$ cat src/design/max_counter_task_scheduler_unit_defines.svh
// assertion macros of the scheduler, used by mcts_ctrl
`ifndef MAX_COUNTER_TASK_SCHEDULER_UNIT_DEFINES_SVH
`define MAX_COUNTER_TASK_SCHEDULER_UNIT_DEFINES_SVH

// same-cycle implication, checked outside reset
`define MCTS_ASSERT_NOW(lbl, ante, cons, msg) \
    lbl: assert property (@(posedge clk) disable iff (!rst_n) (ante) |-> (cons)) \
        else $error(msg);

// next-cycle implication, checked outside reset
`define MCTS_ASSERT_NEXT(lbl, ante, cons, msg) \
    lbl: assert property (@(posedge clk) disable iff (!rst_n) (ante) |=> (cons)) \
        else $error(msg);

`endif

$ cat src/design/mcts_pkg.sv
// types, constants and helpers of the counter/priority task scheduler
package mcts_pkg;

    localparam int TASK_SLOTS = 64;
    localparam int SLOT_W     = 6;
    localparam int CNT_W      = 8;
    localparam int PRIO_W     = 7;

    localparam logic [SLOT_W-1:0] TOP_SLOT = SLOT_W'(TASK_SLOTS - 1);

    localparam logic OP_WRITE    = 1'b0;
    localparam logic OP_SCHEDULE = 1'b1;

    typedef struct packed {
        logic              op;
        logic [SLOT_W-1:0] slot;
        logic              present;
        logic              runnable;
        logic [CNT_W-1:0]  counter_value;
        logic [PRIO_W-1:0] priority_value;
    } in_word_t;

    typedef struct packed {
        logic [SLOT_W-1:0] next_task;
        logic              switched;
        logic              recomputed;
    } out_word_t;

    typedef struct packed {
        logic              present;
        logic              runnable;
        logic [CNT_W-1:0]  counter;
        logic [PRIO_W-1:0] prio;
    } entry_t;

    typedef struct packed {
        logic              wr_en;
        logic [SLOT_W-1:0] wr_idx;
        entry_t            wr_entry;
        logic              rd_en;
        logic [SLOT_W-1:0] rd_idx;
    } tbl_req_t;

    // contents of a slot that has not been written since reset
    function automatic entry_t rst_entry(input logic idle_slot);
        entry_t e;
        e.present  = idle_slot;
        e.runnable = idle_slot;
        e.counter  = '0;
        e.prio     = PRIO_W'(1);
        return e;
    endfunction

endpackage

$ cat src/design/mcts_table.sv
// task table memory with per-slot written bits and registered read
module mcts_table (
    input  logic             clk,
    input  logic             rst_n,
    input  mcts_pkg::tbl_req_t req,
    output mcts_pkg::entry_t rd_entry
);
    import mcts_pkg::*;

    entry_t                  mem [TASK_SLOTS];
    logic [TASK_SLOTS-1:0]   written_reg;
    entry_t                  rd_data_reg;
    logic                    rd_written_reg;
    logic                    rd_idle_reg;

    always_ff @(posedge clk)
    begin
        if (req.wr_en)
        begin
            mem[req.wr_idx] <= req.wr_entry;
        end
        if (req.rd_en)
        begin
            rd_data_reg <= mem[req.rd_idx];
        end
    end

    always_ff @(posedge clk or negedge rst_n)
    begin
        if (!rst_n)
        begin
            written_reg    <= '0;
            rd_written_reg <= 1'b0;
            rd_idle_reg    <= 1'b0;
        end
        else
        begin
            if (req.wr_en)
            begin
                written_reg[req.wr_idx] <= 1'b1;
            end
            if (req.rd_en)
            begin
                rd_written_reg <= written_reg[req.rd_idx];
                rd_idle_reg    <= (req.rd_idx == '0);
            end
        end
    end

    assign rd_entry = rd_written_reg ? rd_data_reg : rst_entry(rd_idle_reg);

endmodule

$ cat src/design/mcts_ctrl.sv
// scan / recompute sequencer of the scheduler
`include "max_counter_task_scheduler_unit_defines.svh"
module mcts_ctrl (
    input  logic               clk,
    input  logic               rst_n,
    input  logic               req_valid,
    output logic               req_ready,
    input  mcts_pkg::in_word_t req,
    output mcts_pkg::tbl_req_t tbl_req,
    input  mcts_pkg::entry_t   rd_entry,
    output logic               res_valid,
    input  logic               res_ready,
    output mcts_pkg::out_word_t res
);
    import mcts_pkg::*;

    localparam logic [2:0] ST_IDLE   = 3'd0;
    localparam logic [2:0] ST_SCAN   = 3'd1;
    localparam logic [2:0] ST_RECOMP = 3'd2;
    localparam logic [2:0] ST_EVAL   = 3'd3;
    localparam logic [2:0] ST_DONE   = 3'd4;

    logic [2:0]        state_reg, state_next;
    logic [SLOT_W-1:0] cnt_reg, cnt_next;
    logic              iss_reg, iss_next;
    logic              p_vld_reg, p_vld_next;
    logic [SLOT_W-1:0] p_idx_reg, p_idx_next;
    logic              any_reg, any_next;
    logic [CNT_W-1:0]  top_reg, top_next;
    logic [SLOT_W-1:0] choice_reg, choice_next;
    logic              redone_reg, redone_next;
    logic [SLOT_W-1:0] cur_reg, cur_next;

    logic              accept;
    logic [CNT_W-1:0]  new_cnt;
    logic [CNT_W-1:0]  cand_cnt;
    logic              refresh;

    assign req_ready = (state_reg == ST_IDLE);
    assign accept    = req_valid && req_ready;

    // halved counter plus priority peaks at 254, no saturation needed
    assign new_cnt = {1'b0, rd_entry.counter[CNT_W-1:1]} + {1'b0, rd_entry.prio};
    assign refresh = (state_reg == ST_RECOMP) && rd_entry.present;
    assign cand_cnt = refresh ? new_cnt : rd_entry.counter;

    always_comb
    begin
        state_next  = state_reg;
        cnt_next    = cnt_reg;
        iss_next    = iss_reg;
        p_vld_next  = 1'b0;
        p_idx_next  = p_idx_reg;
        any_next    = any_reg;
        top_next    = top_reg;
        choice_next = choice_reg;
        redone_next = redone_reg;
        cur_next    = cur_reg;
        tbl_req     = '0;
        res_valid   = 1'b0;

        case (state_reg)
            ST_IDLE:
            begin
                if (accept)
                begin
                    if (req.op == OP_WRITE)
                    begin
                        tbl_req.wr_en             = (int'(req.slot) < TASK_SLOTS);
                        tbl_req.wr_idx            = req.slot;
                        tbl_req.wr_entry.present  = req.present;
                        tbl_req.wr_entry.runnable = req.runnable;
                        tbl_req.wr_entry.counter  = req.counter_value;
                        tbl_req.wr_entry.prio     = (req.priority_value == '0) ?
                                                    PRIO_W'(1) : req.priority_value;
                    end
                    else
                    begin
                        state_next  = ST_SCAN;
                        cnt_next    = TOP_SLOT;
                        iss_next    = 1'b1;
                        any_next    = 1'b0;
                        top_next    = '0;
                        choice_next = '0;
                        redone_next = 1'b0;
                    end
                end
            end
            ST_SCAN, ST_RECOMP:
            begin
                // read slot cnt while the previous slot's word is evaluated
                if (iss_reg)
                begin
                    tbl_req.rd_en = 1'b1;
                    tbl_req.rd_idx = cnt_reg;
                    cnt_next      = cnt_reg - SLOT_W'(1);
                    iss_next      = (cnt_reg != SLOT_W'(1));
                    p_vld_next    = 1'b1;
                    p_idx_next    = cnt_reg;
                end
                if (p_vld_reg)
                begin
                    if (refresh)
                    begin
                        tbl_req.wr_en            = 1'b1;
                        tbl_req.wr_idx           = p_idx_reg;
                        tbl_req.wr_entry         = rd_entry;
                        tbl_req.wr_entry.counter = new_cnt;
                    end
                    if (rd_entry.present && rd_entry.runnable &&
                        (!any_reg || (cand_cnt > top_reg)))
                    begin
                        any_next    = 1'b1;
                        top_next    = cand_cnt;
                        choice_next = p_idx_reg;
                    end
                    if (p_idx_reg == SLOT_W'(1))
                    begin
                        state_next = ST_EVAL;
                    end
                end
            end
            ST_EVAL:
            begin
                if (any_reg && (top_reg == '0) && !redone_reg)
                begin
                    state_next  = ST_RECOMP;
                    cnt_next    = TOP_SLOT;
                    iss_next    = 1'b1;
                    any_next    = 1'b0;
                    top_next    = '0;
                    choice_next = '0;
                    redone_next = 1'b1;
                end
                else
                begin
                    state_next = ST_DONE;
                end
            end
            ST_DONE:
            begin
                res_valid = 1'b1;
                if (res_ready)
                begin
                    cur_next   = choice_reg;
                    state_next = ST_IDLE;
                end
            end
            default:
            begin
                state_next = ST_IDLE;
            end
        endcase
    end

    assign res.next_task  = choice_reg;
    assign res.switched   = (choice_reg != cur_reg);
    assign res.recomputed = redone_reg;

    always_ff @(posedge clk or negedge rst_n)
    begin
        if (!rst_n)
        begin
            state_reg  <= ST_IDLE;
            iss_reg    <= 1'b0;
            p_vld_reg  <= 1'b0;
            cur_reg    <= '0;
            cnt_reg    <= '0;
            p_idx_reg  <= '0;
            any_reg    <= 1'b0;
            top_reg    <= '0;
            choice_reg <= '0;
            redone_reg <= 1'b0;
        end
        else
        begin
            state_reg  <= state_next;
            iss_reg    <= iss_next;
            p_vld_reg  <= p_vld_next;
            cur_reg    <= cur_next;
            cnt_reg    <= cnt_next;
            p_idx_reg  <= p_idx_next;
            any_reg    <= any_next;
            top_reg    <= top_next;
            choice_reg <= choice_next;
            redone_reg <= redone_next;
        end
    end

    `MCTS_ASSERT_NOW(a_rmw_no_overlap, tbl_req.wr_en && tbl_req.rd_en,
        tbl_req.wr_idx != tbl_req.rd_idx, "write-back hits the slot being read")
    `MCTS_ASSERT_NOW(a_single_recompute, (state_reg == ST_EVAL) && redone_reg,
        !any_reg || (top_reg != '0), "recompute left a zero best counter")
    `MCTS_ASSERT_NOW(a_idle_never_scanned, p_vld_reg,
        p_idx_reg != '0, "slot 0 entered the scan")
    `MCTS_ASSERT_NEXT(a_scan_leads_to_eval, p_vld_reg && (p_idx_reg == SLOT_W'(1)),
        state_reg == ST_EVAL, "scan end did not reach evaluation")

endmodule

$ cat src/design/max_counter_task_scheduler_unit.sv
// top level of the counter/priority task scheduler
// A write word loads one task slot. A schedule word walks the task table from
// the highest slot down to slot 1, one slot per cycle through the table's
// single read port; when the best runnable counter is zero, a second walk
// rewrites every present counter in slots 1 and up as counter/2 + priority
// while picking again. The result then sits in an output register, so write
// words are still taken while it waits; a further schedule word runs its scan
// and holds at the end until that register is free. No clearing pass is
// needed after reset: unwritten slots read as their reset contents.
module max_counter_task_scheduler_unit (
    input  logic                clk,
    input  logic                rst_n,
    input  logic                req_valid,
    output logic                req_ready,
    input  mcts_pkg::in_word_t  req,
    output logic                rsp_valid,
    input  logic                rsp_ready,
    output mcts_pkg::out_word_t rsp
);
    import mcts_pkg::*;

    tbl_req_t  tbl_req;
    entry_t    rd_entry;
    logic      res_valid;
    logic      res_ready;
    out_word_t res;
    logic      rsp_valid_reg;
    out_word_t rsp_reg;

    mcts_table u_table (
        .clk      (clk),
        .rst_n    (rst_n),
        .req      (tbl_req),
        .rd_entry (rd_entry)
    );

    mcts_ctrl u_ctrl (
        .clk       (clk),
        .rst_n     (rst_n),
        .req_valid (req_valid),
        .req_ready (req_ready),
        .req       (req),
        .tbl_req   (tbl_req),
        .rd_entry  (rd_entry),
        .res_valid (res_valid),
        .res_ready (res_ready),
        .res       (res)
    );

    // output word register
    assign res_ready = !rsp_valid_reg || rsp_ready;

    always_ff @(posedge clk or negedge rst_n)
    begin
        if (!rst_n)
        begin
            rsp_valid_reg <= 1'b0;
        end
        else if (res_ready)
        begin
            rsp_valid_reg <= res_valid;
        end
    end

    always_ff @(posedge clk)
    begin
        if (res_valid && res_ready)
        begin
            rsp_reg <= res;
        end
    end

    assign rsp_valid = rsp_valid_reg;
    assign rsp       = rsp_reg;

endmodule
$ cat config.mk
export PLATFORM = sky130hd
export DESIGN_NAME = max_counter_task_scheduler_unit
export DESIGN_NICKNAME = d
export VERILOG_FILES = /design/src/design/mcts_pkg.sv /design/src/design/mcts_table.sv /design/src/design/mcts_ctrl.sv /design/src/design/max_counter_task_scheduler_unit.sv
export VERILOG_INCLUDE_DIRS = /design/src /design/src/design
export SDC_FILE = /design/constraint.sdc
export NUM_CORES = 2
export LEC_CHECK = 0
export BUFFER_PORTS_ARGS = -buffer_cell sky130_fd_sc_hd__buf_4
export CELL_PAD_IN_SITES_DETAIL_PLACEMENT = 1
export CELL_PAD_IN_SITES_GLOBAL_PLACEMENT = 1
export CORE_UTILIZATION = 49
export DETAILED_ROUTE_END_ITERATION = 16
export GPL_TIMING_DRIVEN = 0
export PLACE_DENSITY_LB_ADDON = 0.1
export SKIP_CTS_REPAIR_TIMING = 1
export SLEW_MARGIN = 30
export SYNTH_ARGS = -nofsm -noshare
export SYNTH_HDL_FRONTEND = slang
export SYNTH_SLANG_ARGS = --single-unit
$ cat constraint.sdc
create_clock -name clk -period 5.3 [get_ports clk]
set_input_delay 1.06 -clock clk [delete_from_list [all_inputs] [get_ports clk]]
set_output_delay 1.06 -clock clk [all_outputs]
set_load 0.005 [all_outputs]
# ---- Yosys cells after proc, flatten, opt, wreduce, memory -nomap -nowiden
# Memories as Yosys holds them, arrays and structs flattened. A register that Yosys moved wholly into a read port is not among the register bits.
# Cells that the tools add are included.
dict set report word_totals {
  inputBits 28
  word_cells 122
  latchBits 0
  ram_bits 1088
  memories 1
  reg_bits 114
  out_inout_bits 10
  mem_bits_ro 0
}
dict set report op_classes {
  add_sub_neg 2
  div 0
  n_mux 55
  bitwise_logic 1
  reduce_logical 27
  shifts 0
  n_eq_ne 15
  n_lt_le_gt_ge 4
  mul 0
}
# memory depth width rd rd_clocked_by_memory_dff write_ports line_no
set memory_table {}
lappend memory_table {u_table.mem 64 17 1 1 1 mcts_table.sv:10} ;# entry_t mem [TASK_SLOTS];
# operator count
set op_table {}
lappend op_table {{$mux W24} 4}
lappend op_table {{$or A64 B64 Y64} 1}
lappend op_table {{$mux W6} 9}
lappend op_table {{$mux W8} 6}
lappend op_table {{$pmux W24 S2} 1}
lappend op_table {{$pmux W6 S3} 2}
lappend op_table {{$pmux W8 S3} 1}
lappend op_table {{$mux W7} 3}
lappend op_table {{$mux W3} 6}
lappend op_table {{$mux W17} 1}
lappend op_table {{$mux W1} 16}
lappend op_table {{$lt A6 B7 Y1 const B} 2}
lappend op_table {{$pmux W3 S4} 1}
lappend op_table {{$ne A2 B1 Y1 const B} 5}
lappend op_table {{$reduce_and A5 Y1} 2}
lappend op_table {{$add A7 B7 Y8} 1}
lappend op_table {{$gt A8 B8 Y1} 1}
lappend op_table {{$logic_and A1 B1 Y1} 8}
lappend op_table {{$logic_not A8 Y1} 1}
lappend op_table {{$reduce_and A4 Y1} 2}
lappend op_table {{$logic_not A7 Y1} 1}
lappend op_table {{$bmux W1 S6} 1}
lappend op_table {{$demux W1 S6} 1}
lappend op_table {{$eq A3 B2 Y1 const B} 2}
lappend op_table {{other kinds (19)} 26}

# ---- Logic depth before layout (Yosys ltp)
dict set report depth {
  ltp_word 10
  depth_mapped 20
  depth_no_buf 16
}

# ---- Modules after synthesis
# Synthesis repeated with hierarchy kept, for this count alone.
dict set report unflattened {
  cells_unflattened 2264
  area_unflattened_um2 48094.9
}
# module seq_area_each_um2 cells_per_inst area_each_um2 n_inst
set modules_own_cells {}
lappend modules_own_cells {mcts_table 34833.4 1967 45029.4 1}
lappend modules_own_cells {mcts_ctrl 975.9 285 2771.4 1}
lappend modules_own_cells {max_counter_task_scheduler_unit 265.3 12 294.0 1}

# ---- Worst setup path before layout
# Ideal clock, no wire load.
dict set report synth_path {
  path_kind {reg2reg}
  startpoint {reg u_table.rd_written_reg}
  endpoint {mem u_table.mem[0][13] (netlist bit), data pin}
  slack_ns -0.024
  arrival_time_ns 4.622
  setup_time_ns 0.702
  t_required_ns 4.598
  n_path_buf 1
  period_less_slack_ns 5.324
  stages_incl_launch_ff 11
  cell_sequence {dfrtp_1 > clkbuf_1 > and2_1 > ha_1 > fa_1 > a21o_1 > a21oi_1 > o21bai_1 > a21oi_1 > xor2_1 > o21ai_0}
}
# item line_no
set synth_lines {}
lappend synth_lines {{start, declared} mcts_table.sv:13} ;# logic rd_written_reg;
lappend synth_lines {{start signal, assigned} mcts_table.sv:44} ;# rd_written_reg <= written_reg[req.rd_idx];
lappend synth_lines {{end, declared} mcts_table.sv:10}

# ---- Worst setup path after layout
dict set report layout_path {
  startpoint {reg u_table.rd_written_reg}
  endpoint {reg u_ctrl.top_reg[5]}
}
dict set report layout_via {
  elab_chain_cells 8
  elab_cells_between_ends 13
  cone_classes {add/sub: 1; order compare: 1; eq/ne: 1; mux: 5; reduce/logical: 5}
}
# item line_no
set layout_lines {}
lappend layout_lines {{$mux W17 *} mcts_table.sv:50} ;# assign rd_entry = rd_written_reg ? rd_data_reg : rst_entry(rd_idle_reg);
lappend layout_lines {{$add A7 B7 Y8 / $logic_and A1 B1 Y1 (equally long branches)} {mcts_ctrl.sv:43, mcts_ctrl.sv:44}}
lappend layout_lines {{$mux W8} mcts_ctrl.sv:45} ;# assign cand_cnt = refresh ? new_cnt : rd_entry.counter;
lappend layout_lines {{$gt A8 B8 Y1} mcts_ctrl.sv:111} ;# (!any_reg || (cand_cnt > top_reg)))
lappend layout_lines {{$logic_or A1 B1 Y1} mcts_ctrl.sv:111}
lappend layout_lines {{$logic_and A1 B1 Y1} mcts_ctrl.sv:110} ;# if (rd_entry.present && rd_entry.runnable &&
lappend layout_lines {{$ne A2 B1 Y1 (no source line)} n/a}
lappend layout_lines {{$reduce_and A6 Y1 (no source line)} n/a}
lappend layout_lines {{end signal, assigned} mcts_ctrl.sv:184} ;# top_reg <= top_next;
lappend layout_lines {{end, declared} mcts_ctrl.sv:29} ;# logic [CNT_W-1:0] top_reg, top_next;
# Mark *: on every way between the ends. The rest lies on a longest branch, timed or not. The select of a mux whose other input is x is not followed.
# A chain may end at the register's enable or synchronous reset.

==> metrics.md <==
| Metric | Value |
|---|---|
| Clock Path Buffers | 3 |
| Async SR Flop Fraction | a little under 9% |
| Fill count | 9,198 |
| Synth Area in Compound Gates | approximately 8.9% |
| Initial detailed-routing violation count | ~4,400 |
| Fin crit share | 96.4% |
| DR vias | 32,313 |
| All-Layer GR Usage | a little over a third |
| Nets | roughly 3,500 |
| Register area share after synthesis | 72.8% |
| DR pass1 iterations | 5 |
| GPL Wtd Cong | between 1 and 1.5 |
| Yosys warning count | 0 |
| CP Class | reg2reg |
| Final routed DRC violation total | 0 |
| GRT overflow | 0 |
| Die Wd | 320 µm |
| PD cells | 658 mW/mm² |
| Synth Cell Area | 0.0496 mm² |
| Flops & latches, synth | roughly 1,200 |
| Slew @ Worst Pin | between 1 and 1.5 ns |
| Synth top area cells | edfxtp_1 67%, dfrtp_1 5.4%, mux2i_1 3.5% |
| Pin count of the biggest net entering global routing | 75 |
| Xor/xnor share of the synthesized area | less than 1% |
| Fin. Hold Viols | 0 |
| Vias in the first global route | about 33,000 |
| Rel. slew slack | 23.3% |
| R2R cell count | 19 |
| Final Util | approximately 60% |
| Post-DP HPWL | 128,000 µm |
| Max reg flops | around 1,100 |
| Mean area per synthesized cell | between 15 and 20 µm² |
| Peak fanout along the critical path | 10 |
| Standard-cell rows | 116 |
| Dominant combinational cell family by area after synthesis | compound AO/OA/AOI/OAI gates |
| CTS buffer count | approximately 140 |
| Net count after synthesis | approximately 3,300 |
| CTS root buffer | clkbuf_16 |
| Final setup TNS | 0 ns |
| Initial Util | about half |
| Area of the multi-input gates | roughly 0.013 mm² |
| Post-Route WL | approximately 180,000 µm |
| TritonCTS clock tree | yes |
| Initial antenna violation count | 14 |
| Crit end category | flip-flop |
| Area delta synth->final | 18.1% |
| Leakage | around 0.021 µW |
| Max-cap viol count | 0 |
| Post-synthesis adder-cell area fraction | less than 1% |
| Post-Synthesis Cells | between 3,000 and 4,000 |
| Worst Path Required | about 6.0 ns |
| Fmax | ~0.2 GHz |
| Skew final | around 0.024 ns |
| RSZ-0062 raised after global routing | no |
| Worst setup SP type | flip-flop |
| Share of the synthesized area in the top cell type | between 60% and 70% |
| Crit path DAT | between 5 and 6 ns |
| Top_reg_cell synth | edfxtp_1 |
| Ports | 38 |
| Pins over their slew limit | 0 |
| Sink Count | roughly 1,200 |
| Sequential cell area | between 0.03 and 0.04 mm² |
| Cell variety after synth | 83 |
| Drt wl/cell | roughly 38 µm |
| Final ANT Viol Nets | 0 |
| Area leader, netlist | edfxtp_1 |
| Hold Crit Class | in2async |
| Post-synthesis simple-gate area fraction | under 10% |
| Die ar. | 0.102 mm² |
| Setup violation total in the final timing report | 0 |
| PortBufs | 37 |
| Tmin final | a little over 5 ns |
| Clock slew at reported path FFs | roughly 0.06 ns |
| Die height | around 320 µm |
| Peak VDD IR | between 0.0003 and 0.0004 V |
| Mux contribution to synthesized area | between 8 and 9% |
| First-pass GRT wire length | approximately 260,000 µm |
| Status | finished clean |
| Layout cells sized above 1 | 21.3% |
| Core Region | roughly 0.10 mm² |
| H-tree depth | 4 |
| DR vias/cell | 6.59 |
| EDFF count, synth | about 1,100 |
| Skew-Pair Late Insertion Delay | ~0.76 ns |
## synthesized netlist by cell type, types with 18 or more instances
library cell  instances
a211oi_1             36
a21oi_1             239
a22o_1               37
a22oi_1              55
a31oi_1              60
buf_2                86
buf_4                24
buf_6                19
clkbuf_1             68
dfrtp_1             106
edfxtp_1           1113
inv_1                18
mux2_2              105
mux2i_1             173
mux4_2               57
nand2_1             375
nand3_1             121
nor2_1               91
o211ai_1             26
o21ai_0             146
o21bai_1             27
or2_2                42
## layout make-up
type,count,share of cell area (%)
flip-flops and latches,1219,61.6
multi-input cells,1787,22.1
clock buffers,180,6.33
repair buffers,121,4.03
well taps,1298,2.77
plain buffers,208,2.05
clock inverters,64,0.949
inverters,19,0.122
diodes,5,0.0214
## metrics by stage
stage	cell area (µm²)	instances	setup WS, ns	hold WS (ns)	power (µW)
4_1_cts	58500	4893	0.183	0.155	37900
2_1_floorplan	49600	3233	0.117	0.428	20300
6_report	58500	4901	0.189	0.171	38500
3_3_place_gp	51500	4568	-5.08	0.443	28100
5_1_grt	58500	4896	0.0158	0.182	39200
3_5_place_dp	54200	4649	0.209	0.449	28700
## final timing paths
kind                                   startpoint                endpoint  slack [ns]
min in group clk           u_table.written_reg[9]  u_table.written_reg[9]        0.47
max reg2reg                u_table.rd_written_reg       u_ctrl.top_reg[5]        0.19
min                                         rst_n       u_ctrl.top_reg[1]        0.17
max                        u_table.rd_written_reg       u_ctrl.top_reg[5]        0.19
min reg2reg                u_table.written_reg[9]  u_table.written_reg[9]        0.47
max in group asynchronous                   rst_n  u_table.written_reg[5]        4.37
## per-layer routing
metal  wire, µm  GRT usage [%]  vias up
met1      73900           49.6    16967
met2      81400           53.9     1901
met3      19000           9.11      416
li1           -              -    13025
met5         25              0        -
met4      10600           18.7        4
## worst max-delay path: stages, from the launching register on
cell and delay [ns]:
dfrtp_1 0.37, clkbuf_1 0.29, clkbuf_1 0.39, and2_1 0.28
ha_1 0.26, a21o_1 0.15, a21oi_1 0.27, o21bai_1 0.11
a21oi_1 0.19, xor2_1 0.32, mux2i_1 0.19, ha_1 0.33
a21oi_1 0.16, nor2b_1 0.07, o21ai_0 0.20, nand3b_1 0.13
o21a_1 0.24, o21bai_1 0.52, buf_2 0.36, a22o_1 0.20
## cell families (layout without fill, tap and decap cells)
kind of cell	after synthesis	count (layout)
flip-flops	1219	1219
AND/OR/NAND/NOR	716	716
AO/OA/AOI/OAI	704	704
multiplexers	336	336
buffers and inverters	227	592
adder cells (fa/ha/maj)	18	18
XOR/XNOR	13	13
other	0	5
## layout by cell type, fill, tap and decap left out, types with 17 or more instances in the layout
cell type	Yosys	layout
a21oi_1	239	239
nand2_1	375	374
inv_1	18	18
ha_1	17	17
clkinv_2	0	24
clkinv_1	0	21
o211ai_1	26	26
nor2_4	1	65
mux2i_1	173	173
clkbuf_1	68	91
a22oi_1	55	55
clkbuf_16	0	140
mux2_2	105	105
and3_1	17	17
buf_6	19	21
o21bai_1	27	27
nor2_1	91	25
a211oi_1	36	35
a22o_1	37	26
edfxtp_1	1113	1113
buf_4	24	60
nand3_1	121	116
or2_2	42	42
a31oi_1	60	60
buf_2	86	88
mux4_2	57	57
dfrtp_1	106	106
buf_16	0	62
o21ai_0	146	142
## power breakdown
group	internal (µW)	switching, µW
registers	11100	192
clock network	5310	3840
logic	4870	13200
total	21300	17200
Power figures use the tool's default switching activity.
